[config.mk]
export PLATFORM = sky130hd
export DESIGN_NAME = frame_receiver_with_timeout
export DESIGN_NICKNAME = d
export VERILOG_FILES = /design/src/sv/frt_pkg.sv /design/src/sv/frt_front.sv /design/src/sv/frt_queue.sv /design/src/sv/frt_back.sv /design/src/sv/frame_receiver_with_timeout.sv
export SDC_FILE = /design/constraint.sdc
export NUM_CORES = 1
export LEC_CHECK = 0
export ABC_AREA = 1
export CAP_MARGIN = 40
export CORE_MARGIN = 2
export CORE_UTILIZATION = 43
export CTS_BUF_LIST = sky130_fd_sc_hd__clkbuf_8
export DETAILED_ROUTE_END_ITERATION = 8
export DONT_BUFFER_PORTS = 1
export SYNTH_ARGS = -nofsm -noshare
export SYNTH_HDL_FRONTEND = slang
export SYNTH_SLANG_ARGS = --single-unit
[constraint.sdc]
create_clock -name clk_i -period 2.8 [get_ports clk_i]
set_clock_uncertainty 0.2 [all_clocks]
set_input_delay 0.28 -clock clk_i [delete_from_list [all_inputs] [get_ports clk_i]]
set_output_delay 0.28 -clock clk_i [all_outputs]
set_load 0.02 [all_outputs]
[src/sv/frt_pkg.sv]
// shared types and constants for the frame receiver with timeout
// no dependencies; used by frt_front, frt_queue, frt_back and the top level
package frt_pkg;

  // framing characters
  localparam logic [7:0] ChEnq = 8'h05;
  localparam logic [7:0] ChQry = 8'h3F;
  localparam logic [7:0] ChStx = 8'h02;
  localparam logic [7:0] ChEtx = 8'h03;
  localparam logic [7:0] ChAck = 8'h06;
  localparam logic [7:0] ChLf  = 8'h0A;

  // result event codes
  localparam logic [2:0] EvStored = 3'd0;
  localparam logic [2:0] EvLast   = 3'd1;
  localparam logic [2:0] EvAck    = 3'd2;
  localparam logic [2:0] EvEnq    = 3'd3;
  localparam logic [2:0] EvAbort  = 3'd4;

  localparam logic [31:0] TimeoutReset = 32'd1000;

  // class of a character as seen by an idle receiver
  typedef enum logic [2:0] {
    CLS_ENQ,
    CLS_QRY,
    CLS_STX_ETX,
    CLS_ACK_LF,
    CLS_OTHER
  } char_class_e;

  // classified input transaction handed from the front to the back
  typedef struct packed {
    logic        is_tick;
    logic        dropped;
    char_class_e cls;
    logic [7:0]  data;
  } item_t;

endpackage

[src/sv/frt_front.sv]
// front end: takes input transactions and classifies characters
// depends on frt_pkg; feeds frt_queue
module frt_front (
  input  logic          in_valid_i,
  output logic          in_stall_o,
  input  logic          kind_i,
  input  logic [7:0]    data_byte_i,
  input  logic [3:0]    error_flags_i,
  input  logic          q_full_i,
  output logic          q_push_o,
  output frt_pkg::item_t q_item_o
);

  frt_pkg::char_class_e cls;

  // idle-state character class
  always_comb begin
    unique case (data_byte_i)
      frt_pkg::ChEnq:                cls = frt_pkg::CLS_ENQ;
      frt_pkg::ChQry:                cls = frt_pkg::CLS_QRY;
      frt_pkg::ChStx, frt_pkg::ChEtx: cls = frt_pkg::CLS_STX_ETX;
      frt_pkg::ChAck, frt_pkg::ChLf:  cls = frt_pkg::CLS_ACK_LF;
      default:                       cls = frt_pkg::CLS_OTHER;
    endcase
  end

  // stall only while the queue has no room
  assign in_stall_o = q_full_i;
  assign q_push_o   = in_valid_i & ~q_full_i;

  assign q_item_o.is_tick = kind_i;
  assign q_item_o.dropped = (error_flags_i != 4'd0);
  assign q_item_o.cls     = cls;
  assign q_item_o.data    = data_byte_i;

endmodule

[src/sv/frt_queue.sv]
// short queue of classified transactions between front and back
// depends on frt_pkg
module frt_queue #(
  parameter int Depth = 4
) (
  input  logic           clk_i,
  input  logic           rst_ni,
  input  logic           push_i,
  input  frt_pkg::item_t push_item_i,
  output logic           full_o,
  input  logic           pop_i,
  output logic           empty_o,
  output frt_pkg::item_t head_o
);

  localparam int PtrW = (Depth > 1) ? $clog2(Depth) : 1;
  localparam int CntW = $clog2(Depth + 1);
  localparam logic [PtrW-1:0] PtrLast = PtrW'(Depth - 1);
  localparam logic [CntW-1:0] CntFull = CntW'(Depth);

  frt_pkg::item_t mem_q [Depth];
  logic [PtrW-1:0] wr_ptr_q, wr_ptr_d;
  logic [PtrW-1:0] rd_ptr_q, rd_ptr_d;
  logic [CntW-1:0] count_q, count_d;
  logic            do_push, do_pop;

  assign full_o  = (count_q == CntFull);
  assign empty_o = (count_q == '0);
  assign head_o  = mem_q[rd_ptr_q];
  assign do_push = push_i & ~full_o;
  assign do_pop  = pop_i & ~empty_o;

  // pointer and fill count update
  always_comb begin
    wr_ptr_d = wr_ptr_q;
    rd_ptr_d = rd_ptr_q;
    count_d  = count_q;
    if (do_push) begin
      wr_ptr_d = (wr_ptr_q == PtrLast) ? '0 : wr_ptr_q + PtrW'(1);
    end
    if (do_pop) begin
      rd_ptr_d = (rd_ptr_q == PtrLast) ? '0 : rd_ptr_q + PtrW'(1);
    end
    if (do_push && !do_pop) begin
      count_d = count_q + CntW'(1);
    end else if (!do_push && do_pop) begin
      count_d = count_q - CntW'(1);
    end
  end

  always_ff @(posedge clk_i or negedge rst_ni) begin
    if (!rst_ni) begin
      wr_ptr_q <= '0;
      rd_ptr_q <= '0;
      count_q  <= '0;
    end else begin
      wr_ptr_q <= wr_ptr_d;
      rd_ptr_q <= rd_ptr_d;
      count_q  <= count_d;
    end
  end

  // storage, no reset needed
  always_ff @(posedge clk_i) begin
    if (do_push) begin
      mem_q[wr_ptr_q] <= push_item_i;
    end
  end

endmodule

[src/sv/frt_back.sv]
// back end: frame state, timeout timer and the registered result stage
// depends on frt_pkg; drains frt_queue
module frt_back (
  input  logic           clk_i,
  input  logic           rst_ni,
  input  logic           cfg_we_i,
  input  logic [31:0]    cfg_wdata_i,
  input  logic           q_empty_i,
  input  frt_pkg::item_t q_head_i,
  output logic           q_pop_o,
  output logic           out_valid_o,
  input  logic           out_stall_i,
  output logic [2:0]     event_res_o,
  output logic [7:0]     out_byte_o,
  output logic [8:0]     position_o,
  output logic [8:0]     frame_length_o
);

  logic [31:0] timeout_q;
  logic [8:0]  pos_q, pos_d;
  logic [7:0]  rem_q, rem_d;
  logic [31:0] ticks_q, ticks_d;
  logic        run_q, run_d;

  logic        out_valid_q, out_valid_d;
  logic [2:0]  ev_q, ev_d;
  logic [7:0]  byte_q, byte_d;
  logic [8:0]  opos_q, opos_d;
  logic [8:0]  len_q, len_d;
  logic        res_valid;
  logic        slot_free;
  logic        step;

  // the result register can take a new value when empty or being drained
  assign slot_free = ~out_valid_q | ~out_stall_i;
  assign step      = slot_free & ~q_empty_i;
  assign q_pop_o   = step;

  // process one transaction from the queue head
  always_comb begin
    pos_d     = pos_q;
    rem_d     = rem_q;
    ticks_d   = ticks_q;
    run_d     = run_q;
    res_valid = 1'b0;
    ev_d      = frt_pkg::EvStored;
    byte_d    = 8'd0;
    opos_d    = 9'd0;
    len_d     = 9'd0;
    if (step) begin
      if (q_head_i.is_tick) begin
        // timer tick
        if (run_q) begin
          if (ticks_q > 32'd1) begin
            ticks_d = ticks_q - 32'd1;
          end else begin
            ticks_d = 32'd0;
            run_d   = 1'b0;
            rem_d   = 8'd0;
            if (pos_q != 9'd0) begin
              pos_d     = 9'd0;
              res_valid = 1'b1;
              ev_d      = frt_pkg::EvAbort;
            end
          end
        end
      end else begin
        // any character reloads the timer
        ticks_d = timeout_q;
        run_d   = 1'b1;
        if (!q_head_i.dropped) begin
          if (rem_q == 8'd0) begin
            if (pos_q == 9'd0) begin
              unique case (q_head_i.cls)
                frt_pkg::CLS_ENQ: begin
                  res_valid = 1'b1;
                  ev_d      = frt_pkg::EvEnq;
                end
                frt_pkg::CLS_QRY: begin
                  rem_d     = 8'd1;
                  pos_d     = 9'd1;
                  res_valid = 1'b1;
                  ev_d      = frt_pkg::EvStored;
                  byte_d    = q_head_i.data;
                end
                frt_pkg::CLS_STX_ETX: begin
                  pos_d     = 9'd1;
                  res_valid = 1'b1;
                  ev_d      = frt_pkg::EvStored;
                  byte_d    = q_head_i.data;
                end
                frt_pkg::CLS_ACK_LF: begin
                  res_valid = 1'b1;
                  ev_d      = frt_pkg::EvAck;
                  byte_d    = q_head_i.data;
                  len_d     = 9'd1;
                end
                default: begin
                  res_valid = 1'b0;
                end
              endcase
            end else if (pos_q == 9'd1) begin
              // length byte
              rem_d     = q_head_i.data + 8'd3;
              pos_d     = 9'd2;
              res_valid = 1'b1;
              ev_d      = frt_pkg::EvStored;
              byte_d    = q_head_i.data;
              opos_d    = 9'd1;
            end
          end else begin
            // frame body byte
            res_valid = 1'b1;
            byte_d    = q_head_i.data;
            opos_d    = pos_q;
            rem_d     = rem_q - 8'd1;
            if (rem_q == 8'd1) begin
              ev_d  = frt_pkg::EvLast;
              len_d = pos_q + 9'd1;
              pos_d = 9'd0;
            end else begin
              ev_d  = frt_pkg::EvStored;
              pos_d = pos_q + 9'd1;
            end
          end
        end
      end
    end
  end

  // result register handshake
  always_comb begin
    if (step) begin
      out_valid_d = res_valid;
    end else if (!out_stall_i) begin
      out_valid_d = 1'b0;
    end else begin
      out_valid_d = out_valid_q;
    end
  end

  always_ff @(posedge clk_i or negedge rst_ni) begin
    if (!rst_ni) begin
      timeout_q   <= frt_pkg::TimeoutReset;
      pos_q       <= 9'd0;
      rem_q       <= 8'd0;
      ticks_q     <= 32'd0;
      run_q       <= 1'b0;
      out_valid_q <= 1'b0;
    end else begin
      if (cfg_we_i) begin
        timeout_q <= cfg_wdata_i;
      end
      pos_q       <= pos_d;
      rem_q       <= rem_d;
      ticks_q     <= ticks_d;
      run_q       <= run_d;
      out_valid_q <= out_valid_d;
    end
  end

  // result payload, loaded only when a new transaction is processed
  always_ff @(posedge clk_i) begin
    if (step && res_valid) begin
      ev_q   <= ev_d;
      byte_q <= byte_d;
      opos_q <= opos_d;
      len_q  <= len_d;
    end
  end

  assign out_valid_o    = out_valid_q;
  assign event_res_o    = ev_q;
  assign out_byte_o     = byte_q;
  assign position_o     = opos_q;
  assign frame_length_o = len_q;

endmodule

[src/sv/frame_receiver_with_timeout.sv]
// Frame receiver with inter-character timeout for one serial port.
// Input channel (valid/stall): kind_i selects a received character (0) or a
// timer tick (1); data_byte_i and error_flags_i go with a character.
// Output channel (valid/stall): one result transaction per character that
// is stored, ends a frame, is a single ack byte or an enquiry, and per tick
// that aborts a partial frame; other transactions give no result.
// A result is registered: an accepted input transaction passes through
// the queue and then through the result register.
// Throughput: one input transaction per cycle while in_stall_o is low,
// set by the combinational frame update in the back end.
// A queue of FifoDepth entries sits between the classifying front end and
// the back end; in_stall_o rises only when that queue is full, which needs
// a result held by a stalled output.
// A stalled result holds; the queue behind it keeps FifoDepth more inputs.
// Reset clears the frame state, stops the timer, empties the queue and
// sets timeout_ticks to 1000. cfg_we_i writes timeout_ticks and should
// only be used while the block is idle.
// depends on frt_pkg, frt_front, frt_queue, frt_back
module frame_receiver_with_timeout #(
  parameter int FifoDepth = 4
) (
  input  logic        clk_i,
  input  logic        rst_ni,
  input  logic        cfg_we_i,
  input  logic [31:0] cfg_wdata_i,
  input  logic        in_valid_i,
  output logic        in_stall_o,
  input  logic        kind_i,
  input  logic [7:0]  data_byte_i,
  input  logic [3:0]  error_flags_i,
  output logic        out_valid_o,
  input  logic        out_stall_i,
  output logic [2:0]  event_res_o,
  output logic [7:0]  out_byte_o,
  output logic [8:0]  position_o,
  output logic [8:0]  frame_length_o
);

  logic           q_push;
  logic           q_full;
  logic           q_pop;
  logic           q_empty;
  frt_pkg::item_t push_item;
  frt_pkg::item_t head_item;

  // classify incoming transactions
  frt_front u_front (
    .in_valid_i    (in_valid_i),
    .in_stall_o    (in_stall_o),
    .kind_i        (kind_i),
    .data_byte_i   (data_byte_i),
    .error_flags_i (error_flags_i),
    .q_full_i      (q_full),
    .q_push_o      (q_push),
    .q_item_o      (push_item)
  );

  // decoupling queue
  frt_queue #(
    .Depth (FifoDepth)
  ) u_queue (
    .clk_i       (clk_i),
    .rst_ni      (rst_ni),
    .push_i      (q_push),
    .push_item_i (push_item),
    .full_o      (q_full),
    .pop_i       (q_pop),
    .empty_o     (q_empty),
    .head_o      (head_item)
  );

  // frame tracking, timer and result register
  frt_back u_back (
    .clk_i          (clk_i),
    .rst_ni         (rst_ni),
    .cfg_we_i       (cfg_we_i),
    .cfg_wdata_i    (cfg_wdata_i),
    .q_empty_i      (q_empty),
    .q_head_i       (head_item),
    .q_pop_o        (q_pop),
    .out_valid_o    (out_valid_o),
    .out_stall_i    (out_stall_i),
    .event_res_o    (event_res_o),
    .out_byte_o     (out_byte_o),
    .position_o     (position_o),
    .frame_length_o (frame_length_o)
  );

endmodule

# Yosys cells after proc, flatten, opt, wreduce, memory -nomap -nowiden
# Memory sizes are Yosys's and may differ from the RTL's.
# Index checks and enable logic that the tools add are counted.
[classes]
n_addsub = 8
order_cmp = 1
eq_ne = 22
mux = 63
bitwise_logic = 10
reduce_logical = 21
[op_table]
columns = ["op", "n"]
rows = [
  ["9-bit 2-to-1 mux", 15],
  ["32-bit 2-to-1 mux", 3],
  ["8-bit 2-to-1 mux", 12],
  ["32-bit by 1-bit greater-than comparator with 1-bit output (second input constant)", 1],
  ["32-bit by 1-bit subtractor with 32-bit output (second input constant)", 1],
  ["3-bit 2-to-1 mux", 8],
  ["1-bit 2-to-1 mux", 20],
  ["8-bit by 2-bit == test with 1-bit output (second input constant)", 2],
  ["8-bit by 3-bit == test with 1-bit output (second input constant)", 2],
  ["4-bit != test (second input constant)", 3],
  ["3-bit one-hot mux with 4 select lines", 1],
  ["9-bit by 1-bit adder with 9-bit output (second input constant)", 1],
  ["9-bit by 1-bit == test with 1-bit output (second input constant)", 1],
  ["9-bit logical NOT", 1],
  ["9-bit nonzero test", 1],
  ["8-bit by 2-bit adder with 8-bit output (second input constant)", 1],
  ["8-bit by 1-bit == test with 1-bit output (second input constant)", 1],
  ["8-bit by 4-bit == test with 1-bit output (second input constant)", 1],
  ["8-bit by 6-bit == test with 1-bit output (second input constant)", 1],
  ["8-bit logical NOT", 1],
  ["8-bit by 1-bit subtractor with 8-bit output (second input constant)", 1],
  ["7-bit AND reduction", 1],
  ["3-bit by 2-bit == test with 1-bit output (second input constant)", 2],
  ["3-bit logical NOT", 2],
  ["22 further kinds", 42],
]
[totals]
register_bits = 119
mem_bits_rw = 52
elab_cells = 139
n_memories = 1
[memory_table]
columns = ["name", "depth", "word_bits", "rd", "rd_clocked_by_memory_dff", "write_ports", "line_no", "text"]
rows = [
  ["u_queue.mem_q", 4, 13, 1, 0, 1, "frt_queue.sv:21", "frt_pkg::item_t mem_q [Depth];"],
]

# Logic depth before layout (Yosys ltp)
# Gate-level depths: netlist (run 1).
# An unclocked memory read counts as a cell.
[logic_depth]
depth_word = 10
mapped_depth = 15
ltp_nobuf = 13

# By module
# A second synthesis (run 1) with hierarchy kept.
[hier_totals]
hier_cells = 1033
area_unflattened_um2 = 9107.5
[modules_own_cells]
columns = ["mod", "n_inst", "cells_per_inst", "area_per_inst_um2", "seq_area_each_um2"]
rows = [
  ["frt_back", 1, 775, 6262.3, 2955.3],
  ["frt_queue", 1, 212, 2613.8, 1736.7],
  ["frt_front", 1, 46, 231.5, 0.0],
]

# Worst setup path after synthesis (run 1)
# OpenSTA, ideal clock, no wires.
[synth_timing]
kind = "flip-flop to flip-flop"
from = "reg u_queue.rd_ptr_q[0]"
to = "reg u_back.ev_q[0] (netlist: u_back.event_res_o[0]), enable pin"
setup_ps = 395
arrival_time_ps = 1991
required_time_ps = 2205
setup_slack_ps = 215
stages_incl_launch_ff = 10
cell_sequence = "dfrtp_1 buf_6 inv_8 nand2_1 nand3_1 nand2_2 inv_1 buf_4 nand4_1 o21ai_2"
[synth_between]
elab_chain_cells = 10
[synth_rtl]
columns = ["item", "line_no", "text"]
rows = [
  ["start: declaration", "frt_queue.sv:23", "logic [PtrW-1:0] rd_ptr_q, rd_ptr_d;"],
  ["start signal: assignment", "frt_queue.sv:58", "rd_ptr_q <= rd_ptr_d;"],
  ["memory 4 x 13 bit (*)", "-", ""],
  ["3-bit by 1-bit == test with 1-bit output (tied with other cells)", "frt_back.sv:74", "unique case (q_head_i.cls)"],
  ["4-bit OR reduction (no line)", "-", ""],
  ["1-bit 2-to-1 mux", "frt_back.sv:74", ""],
  ["1-bit 2-to-1 mux", "frt_back.sv:73", "if (pos_q == 9'd0) begin"],
  ["1-bit 2-to-1 mux", "frt_back.sv:72", "if (rem_q == 8'd0) begin"],
  ["1-bit 2-to-1 mux", "frt_back.sv:71", "if (!q_head_i.dropped) begin"],
  ["1-bit 2-to-1 mux (*)", "frt_back.sv:51", "if (q_head_i.is_tick) begin"],
  ["1-bit 2-to-1 mux (*)", "frt_back.sv:50", "if (step) begin"],
  ["1-bit logical AND (*)", "frt_back.sv:164", "if (step && res_valid) begin"],
  ["end signal: assignment", "frt_back.sv:165", "ev_q <= ev_d;"],
  ["end: declaration", "frt_back.sv:26", "logic [2:0] ev_q, ev_d;"],
]
# Every way passes the cells marked *; elsewhere a longest branch is shown, timed or not.
# A chain may end at the register's enable or synchronous reset.

# Worst setup path after layout (run 1)
[layout_timing]
from = "reg u_queue.rd_ptr_q[0]"
to = "reg u_back.rem_q[5]"
[layout_between]
elab_chain_cells = 7
[layout_rtl]
columns = ["item", "line_no", "text"]
rows = [
  ["memory 4 x 13 bit (*)", "-", ""],
  ["8-bit by 2-bit adder with 8-bit output", "frt_back.sv:104", "rem_d = q_head_i.data + 8'd3;"],
  ["8-bit 2-to-1 mux", "frt_back.sv:102", "end else if (pos_q == 9'd1) begin"],
  ["8-bit 2-to-1 mux", "frt_back.sv:73", ""],
  ["8-bit 2-to-1 mux", "frt_back.sv:72", ""],
  ["8-bit 2-to-1 mux", "frt_back.sv:71", ""],
  ["8-bit 2-to-1 mux", "frt_back.sv:51", ""],
  ["end signal: assignment", "frt_back.sv:155", "rem_q <= rem_d;"],
  ["end: declaration", "frt_back.sv:21", "logic [7:0] rem_q, rem_d;"],
]
# Every way passes the cells marked *; elsewhere a longest branch is shown, timed or not. The select of a mux whose other input is x is not followed.

==> impl_summary.md, run 1 <==
Place
The HPWL after detailed placement is about 13000 um. Routability-driven placement finished with a final weighted congestion of roughly 0.8. The port buffer count is 0. The number of cells in the design after placement is 1209. OpenSTA, run right after detailed placement, puts the worst setup slack at between 0.3 and 0.4 ns.

Layout
The number of nets in the final layout is around 1100. Summing all multi-input logic gate instances after layout gives between 3000 and 4000 sq um. Fill cells in the final layout number approximately 1900. The final antenna diode count is 0.

Once layout is complete, the cells apart from fillers number 1300. The layout-stage area growth over the synthesis result is 15.0%. The area occupied by registers is 4690 sq um. The fraction of layout instances using a drive strength above 1 is around 14%.

STA
The worst path uses between 80% and 90% of the clock period. Headroom to the max-slew limit came out at 51.0%. The worst setup margin is between 0.3 and 0.4 ns. The hold slack is between 0.015 and 0.02 ns. The final-report hold violation count is 0. Setup repair after global routing left no endpoint under its margin. The count of final max-slew check failures is 0.

For this run, the top clock speed supported by timing is 411 MHz. At the pin with the least slew margin, the transition time is about 0.73 ns. The final setup violation count is 0.

In the final timing run, aggregate negative setup slack is 0 ns. The worst path in the final design needs a cycle of approximately 2.4 ns, including I/O delays and setup.

Routing
The first-pass iteration count of the detailed router is 5. The post-route antenna net violation count is 0. The number of violations reported at the end of detailed-routing iteration 0 is 378.

The number of remaining DRC errors is 0. The post-detailed-route wirelength per cell is between 10 and 15 um. After detailed routing, the number of vias per cell comes to ~5. The vias after detailed routing is around 6600.

After detailed routing, the total wire length is 19300 um.

Floorplan
The count of standard-cell rows is 52. From bottom edge to top edge, the die measures between 100 and 150 um. The die is around 150 um wide. The core box area is ~20000 sq um.

For this design the top-level I/O count stands at ~80. The effective utilization at floorplan is 43.6%. The floorplan step defined a die boundary enclosing roughly 22000 sq um.

Pwr
Net switching is 45.9% of the power. Cell internal power was estimated by the tool at around 6 mW. The overall power consumption is between 10 and 15 mW.

Per report_power, the clock group accounts for between 10% and 20% of the total. In this run, the combinational gates consume between 40 and 50% of the power. In this run the static leakage power is roughly 4.3 nW. VDD sags by at most 731 uV. The power share of the sequential group is a little under two fifths. The total power per unit cell area is ~1100 nW/um^2. The power dissipated by switching net loads is between 4 and 5 mW.

Global routing
The overall track demand over capacity in global routing is 18.9%. The wire length of the first global-routing pass is approximately 33000 um. The maximum number of pins on one net before global-route repair is 91. The number of antenna violations at the first check in global routing is 0. The remaining global-route overflow is 0. The via count of the first global-routing pass is about 6500.

Critical path
For the worst setup path, the data required time is roughly 3.0 ns. The critical path arrival is 2.62 ns. The largest driver fanout on the critical path is 29. The endpoint class of the critical path is a flip-flop.

The path type of the worst setup path is flip-flop to flip-flop. STA classifies the critical path startpoint as a flip-flop.

Clock network
Clock tree synthesis found a total of between 150 and 200 sinks. For the worst-skew pair, the clock arrives at the later sink with an insertion delay of 0.48 ns. CTS placed an instance of sky130_fd_sc_hd__clkbuf_8 at the clock tree root.

The number of buffers inserted to repair setup after CTS is 0. CTS built an H-tree with a depth of 4. The total clock buffers created by CTS is 17. The clock transition time at the flip-flop clock pins of the worst setup and hold paths is around 0.1 ns.

TritonCTS built the clock tree. The maximum clock insertion buffer count is 2.

Yosys
The flip-flop and latch count after synthesis is ~170. The most common cell in the synthesized netlist is sky130_fd_sc_hd__nand2_1. The yosys synthesis warning count is 0. When the netlist entered floorplanning its net count stood at around 1000. Counting flops with an async set or reset pin after synthesis yields a share of between 50 and 60%.

The commonest cells after synthesis are sky130_fd_sc_hd__nand2_1 (208), sky130_fd_sc_hd__nor2_1 (119), sky130_fd_sc_hd__inv_1 (87), sky130_fd_sc_hd__dfrtp_1 (84), sky130_fd_sc_hd__nand3_1 (82). The proportion of synthesized chip area in sequential cells is between 50 and 60%. By area the synthesized netlist is led by sky130_fd_sc_hd__edfxtp_1 (28%), sky130_fd_sc_hd__dfrtp_1 (24%), sky130_fd_sc_hd__nand2_1 (8.9%). Of the post-synthesis cell area, the dominant cell type holds 27.6%.

The synthesized design spends more area on one cell type than any other, namely sky130_fd_sc_hd__edfxtp_1. The netlist uses 46 different library cells. The most used flip-flop cell after synthesis is sky130_fd_sc_hd__dfrtp_1.

After synthesis, the mean cell area works out to slightly above 9 sq um. The mapped netlist covers around 8800 sq um. Yosys mapped a number of flops with a built-in enable equal to 81. The number of standard cells after synthesis is 953.

Min path
The min-delay analysis places its worst path in the category input pin to flip-flop.

Run
The tool flagged a number of max-cap violations equal to 0.

Run status
The flow ran to the end, and the final reports show no timing, DRC or antenna violations.
cells by family (layout without fill, tap and decap cells):
group                    after synthesis  after routing  share of synthesized area [%]
AND/OR/NAND/NOR                      483            483                           24.8
flip-flops                           171            171                           53.3
XOR/XNOR                              25             25                           2.49
buffers and inverters                122            199                           6.13
multiplexers                          30             30                           3.84
adder cells (fa/ha/maj)               15             15                           2.22
AO/OA/AOI/OAI                        107            107                           7.22
layout make-up:
cell class	count	share of cell area, %
clock buffers	17	2.31
multi-input cells	660	35.4
repair buffers	72	7.32
well taps	270	3.34
clock inverters	15	1.72
inverters	95	3.61
flip-flops and latches	171	46.3
state kept, by name, indices dropped and copies added, names as in the netlist:
name / cells
u_back.event_res_o: 3
u_back.frame_length_o: 9
u_back.out_byte_o: 8
u_back.out_valid_o: 1
u_back.pos_q: 9
u_back.position_o: 9
u_back.rem_q: 8
u_back.run_q: 1
u_back.ticks_q: 32
u_back.timeout_q: 32
u_queue.count_q: 3
u_queue.mem_q: 52
u_queue.rd_ptr_q: 2
u_queue.wr_ptr_q: 2
metal layers:
layer	share of wire (%)	up-vias	global-route usage, %
met5	0	-	0
met4	1.6	0	6.01
met3	3.7	22	3.48
met2	46	129	29.5
met1	49	3131	26.9
li1	-	3300	-
repair_timing:
| action | 4_1_cts | 5_1_grt |
|---|---|---|
| hold endpoints to repair | 169 | 0 |
| setup endpoints to repair | 0 | 0 |
| hold buffers | 59 | 0 |
| gates resized for setup | 0 | 0 |
power by group through the flow:
stage          Combinational (mW)  Clock [mW]  Sequential [mW]
6_report                     4.88        1.79             4.15
5_1_grt                      5.56        1.94             4.25
4_1_cts                      4.93        1.85             4.16
3_5_place_dp                 4.79           0             4.21
3_3_place_gp                 4.76           0             4.21
2_1_floorplan                3.84           0             4.07
metrics by stage:
step           util, %  instance area, sq um
3_3_place_gp      45.1                  9100
4_1_cts           50.2                 10100
5_1_grt           50.2                 10100
2_1_floorplan        -                  8800
3_5_place_dp      45.1                  9100
6_report          50.2                 10100
critical path, cell delays in order (launching register included):
cell and delay (ns):
sky130_fd_sc_hd__dfrtp_1 0.47, sky130_fd_sc_hd__inv_8 0.17, sky130_fd_sc_hd__nand2_1 0.07, sky130_fd_sc_hd__nand3_1 0.08, sky130_fd_sc_hd__nand2_2 0.16, sky130_fd_sc_hd__nor2_4 0.62, sky130_fd_sc_hd__nor2_4 0.18, sky130_fd_sc_hd__nand2_4 0.20
sky130_fd_sc_hd__nor2_8 0.07, sky130_fd_sc_hd__nand2_2 0.05, sky130_fd_sc_hd__nand2_1 0.04
layout by cell type (no fill, tap or decap), types with 3 or more instances in the layout:
cell type / instances
sky130_fd_sc_hd__nand2_4: 3
sky130_fd_sc_hd__nor3_1: 12
sky130_fd_sc_hd__nand2_2: 15
sky130_fd_sc_hd__nor2_2: 9
sky130_fd_sc_hd__ha_1: 14
sky130_fd_sc_hd__inv_1: 87
sky130_fd_sc_hd__xor2_1: 17
sky130_fd_sc_hd__dfstp_2: 6
sky130_fd_sc_hd__dlygate4sd3_1: 57
sky130_fd_sc_hd__mux2_2: 30
sky130_fd_sc_hd__nand3_2: 8
sky130_fd_sc_hd__nor2_4: 6
sky130_fd_sc_hd__inv_8: 5
sky130_fd_sc_hd__o22ai_1: 3
sky130_fd_sc_hd__o21ai_0: 26
sky130_fd_sc_hd__inv_6: 5
sky130_fd_sc_hd__buf_4: 11
sky130_fd_sc_hd__dfrtp_1: 84
sky130_fd_sc_hd__edfxtp_1: 81
sky130_fd_sc_hd__a22oi_1: 21
sky130_fd_sc_hd__buf_12: 3
sky130_fd_sc_hd__inv_2: 6
sky130_fd_sc_hd__or2_2: 4
sky130_fd_sc_hd__nand3_1: 82
sky130_fd_sc_hd__nand4_1: 13
sky130_fd_sc_hd__xnor2_1: 8
sky130_fd_sc_hd__nor2_1: 119
sky130_fd_sc_hd__nand2_1: 208
sky130_fd_sc_hd__a21oi_1: 47
sky130_fd_sc_hd__clkbuf_8: 17
worst paths after layout:
path | startpoint | endpoint | slack [ns] | depth (start not counted)
max | u_queue.rd_ptr_q[0] | u_back.rem_q[5] | 0.37 | 10
min | cfg_we_i | u_back.timeout_q[17] | 0.02 | 2
max reg2reg | u_queue.rd_ptr_q[0] | u_back.rem_q[5] | 0.37 | 10
min reg2reg | u_back.timeout_q[10] | u_back.timeout_q[10] | 0.32 | 1
max in group asynchronous | rst_ni | u_back.timeout_q[7] | 1.85 | 2
min in group asynchronous | rst_ni | u_back.timeout_q[22] | 0.17 | 2
Power figures use the tool's default switching activity.
==> inputs of run 2 (changes only) <==
CORE_UTILIZATION = 60   (was 43)
CTS_BUF_LIST = default   (was sky130_fd_sc_hd__clkbuf_8)
PLACE_DENSITY = 0.76   (was default)
==> run 2 against run 1 <==
  * Sequential share of layout area is 0.35 points higher
  * Combinational power hardly changed
  * Register-to-register slack improved by 0.03 ns
  * Clock power grew 28%
==> impl_summary.md, run 2 (synthesis gave the netlist of run 1 again) <==
Critical path
The slowest cell on the critical path is sky130_fd_sc_hd__dfrtp_1 (was sky130_fd_sc_hd__nor2_4). The endpoint class of the critical path is a flip-flop (unchanged). The critical path arrival is 2.29 ns (was 2.62 ns).

The family of cells with the greatest summed delay on the critical path is buffers and inverters (was simple AND/OR/NAND/NOR gates). The critical register-to-register path endpoint is u_back.frame_length_o[6] (was u_back.rem_q[5]). The flop-to-flop setup slack came to 0.39 ns (was 0.37 ns). The required time of the worst setup path was 2.68 ns (was 2.98 ns). The kind of start point of the critical path is a flip-flop (unchanged). The startpoint of the most critical register-to-register path is u_queue.rd_ptr_q[0] (unchanged). The biggest cell delay along the critical path is 0.46 ns (was 0.62 ns). The number of cells traversed by the worst register-to-register path is 9 (was 10).

The path type of the worst setup path is flip-flop to flip-flop (unchanged). The largest driver fanout on the critical path is 30 (was 29). The total buffers and inverters traversed by the critical path is 3 (was 1). Cells traversed along the worst timing path: buf_4, nand2_1, nand3_1, nand2_1, nand3_1, inv_1, o21ai_4, o21ai_2, buf_4 (was inv_8, nand2_1, nand3_1, nand2_2, nor2_4, nor2_4, nand2_4, nor2_8, nand2_2, nand2_1).

Clock network
The count of H-tree levels built during CTS is 4 (unchanged). The maximum clock insertion buffer count is 2 (unchanged). The clock transition time at the flip-flop clock pins of the worst setup and hold paths is 0.06 ns (was 0.10 ns). The total clock buffers created by CTS is 17 (unchanged). The clock sink count is 171 (unchanged). The clock latency on the worst-skew pair is 0.43 ns (was 0.48 ns). The number of instances resized during post-cts repair is 0 (unchanged).

The TritonCTS clock tree was done (unchanged). The clock root buffer was sky130_fd_sc_hd__clkbuf_16 (was sky130_fd_sc_hd__clkbuf_8).

Floorplan
The area enclosed by the die boundary is 15700 sq um (was 21600 sq um). The effective utilization at floorplan is 61.0% (was 43.6%). The vertical die dimension came to 125 um (was 147 um). The boundary pin count is 81 (unchanged). The chip width is 125 um (was 147 um). The core box area is 14400 sq um (was 20200 sq um).

The count of standard-cell rows is 44 (was 52).

Pwr
The overall power consumption is 11.4 mW (was 10.8 mW). The total power per unit cell area is 1130 nW/um^2 (was 1070 nW/um^2). The static leakage power was 4.28 nW (was 4.26 nW).

The peak ir drop on the vdd network is 736 uV (was 731 uV).

Place
The port buffer count is 0 (unchanged). The pre-CTS setup slack was 0.424 ns (was 0.309 ns). The placer congestion estimate was 0.879 (was 0.821). The placed wire-length estimate came to 12900 um (was 13200 um).

The number of cells in the design after placement is 1125 (was 1209).

Routing
The vias after detailed routing is 6708 (was 6582). The final wirelength is 19200 um (was 19300 um). The number of violations reported at the end of detailed-routing iteration 0 is 564 (was 378). The number of remaining DRC errors is 0 (unchanged).

The post-route antenna net violation count is 0 (unchanged). The first-pass iteration count of the detailed router was 5 (unchanged). The number of vias per cell after detailed routing was 5.57 (was 5.06).

The post-detailed-route wirelength per cell is 16.0 um (was 14.9 um).

Layout
The flip-flop count of the largest register after layout came to 52 (unchanged). The layout-stage area growth over the synthesis result came to 14.1% (was 15.0%). The number of nets in the final layout is 1072 (was 1082). The final antenna diode count is 0 (unchanged).

The fraction of layout instances using a drive strength above 1 was 13.6% (was 13.8%). The register bank with the most flops is u_queue.mem_q (unchanged). The most frequent standard cell in the layout excluding fill and tap cells is sky130_fd_sc_hd__nand2_1 (unchanged). Leading cell types in the layout, fill and taps excluded: sky130_fd_sc_hd__nand2_1 (208), sky130_fd_sc_hd__nor2_1 (119), sky130_fd_sc_hd__inv_1 (87) (unchanged). Largest registers: u_queue.mem_q: 52 flops, u_back.ticks_q: 32 flops, u_back.timeout_q: 32 flops (unchanged).

The number of standard cells in the layout, taps in and fillers out is 1204 (was 1300).

Global routing
The maximum number of pins on one net before global-route repair is 91 (unchanged). The number of antenna violations at the first check in global routing came to 0 (unchanged). The via count of the first global-routing pass is 6623 (was 6511). The wire length of the first global-routing pass was 32300 um (was 32600 um).

The remaining global-route overflow came to 0 (unchanged). The overall track demand over capacity in global routing was 25.7% (was 18.9%).

STA
The period utilization came to 86.0% (was 87.0%). The final setup violation count is 0 (unchanged). The transition time at the pin with the least slew margin is 0.529 ns (was 0.733 ns). The worst setup margin is 0.393 ns (was 0.365 ns). The maximum clock frequency is 415 MHz (was 411 MHz). The final-report hold violation count is 0 (unchanged). RSZ-0062 raised after global routing: false (unchanged).

The relative slew slack is 64.6% (was 51.0%). The summed negative setup slack over all endpoints is 0 ns (unchanged). The count of final max-slew check failures was 0 (unchanged). The minimum clock period is 2.41 ns (was 2.43 ns).

Min path
The count of cells along the worst hold path was 3 (was 2). The worst hold path endpoint is u_back.timeout_q[20] (was u_back.timeout_q[17]). The origin of the worst min-delay path is cfg_we_i (unchanged). The path category of the worst min-delay check is input pin to flip-flop (unchanged).

Run status
Outcome: finished, final reports clean (unchanged).

Run
The number of maximum-capacitance constraint violations was 0 (unchanged).
run 2: changes by cell type in the layout (fill, tap and decap cells not counted), sizes merged:
cell | before | now
dlygate4sd3 | 57 | 45
inv | 103 | 95
clkbuf | 17 | 21
buf | 15 | 17
clkinvlp | 0 | 2
bufinv | 1 | 2
clkinv | 6 | 7
run 2: timing repair:
action                                 4_1_cts  5_1_grt
setup buffers                                0        0
hold buffers                                47        0
endpoints found under the hold margin      167        0
run 2: metal layers:
metal  global-route usage, %  vias to the layer above  share of wire, %
li1                        -                     3279                 -
met1                    35.9                     3181                46
met2                    41.5                      227                48
met3                    4.79                       21               4.8
met4                    7.45                        0               1.2
met5                       0                        -                 0
run 2: worst reg2reg max path, delay by kind of cell (launching register included):
kind	cells	cell delay (ns)
flops	1	0.46
simple gates	4	0.42
compound gates	2	0.19
buf+inv	3	0.76
run 2: area by class of cell:
type                            instances  area, sq um
Timing Repair Buffer                   62          623
Clock buffer                           21          440
Fill cell                            1074         4380
Inverter                               95          365
Tap cell                              184          230
Sequential cell                       171         4690
Multi-Input combinational cell        660         3570
Clock inverter                         11          124
run 2: worst max path at each step:
stage	slack (ns)	to	from	cells after the start
3_5_place_dp	0.42	u_back.frame_length_o[7]	u_queue.rd_ptr_q[0]	9
5_1_grt	0.20	u_back.ticks_q[20]	u_queue.rd_ptr_q[0]	13
4_1_cts	0.40	u_back.frame_length_o[7]	u_back.ticks_q[0]	9
2_1_floorplan	0.21	u_back.event_res_o[0]	u_queue.rd_ptr_q[0]	9
6_report	0.39	u_back.frame_length_o[6]	u_queue.rd_ptr_q[0]	9
3_3_place_gp	0.47	u_back.frame_length_o[5]	u_back.ticks_q[0]	9
run 2: where the power goes:
part | internal, mW | leakage (nW) | switching [mW]
clock network | 1.31 | 0.269 | 0.975
registers | 3.47 | 1.82 | 0.703
logic | 1.62 | 2.19 | 3.28
run 2: per-stage QoR:
stage / util [%] / area [sq um] / hold WS [ns]
2_1_floorplan: - / 8800 / -0.216
3_3_place_gp: 62.3 / 8980 / -0.210
3_5_place_dp: 62.3 / 8980 / -0.211
4_1_cts: 69.7 / 10000 / 0.00415
5_1_grt: 69.7 / 10000 / 0.0359
6_report: 69.7 / 10000 / 0.0151
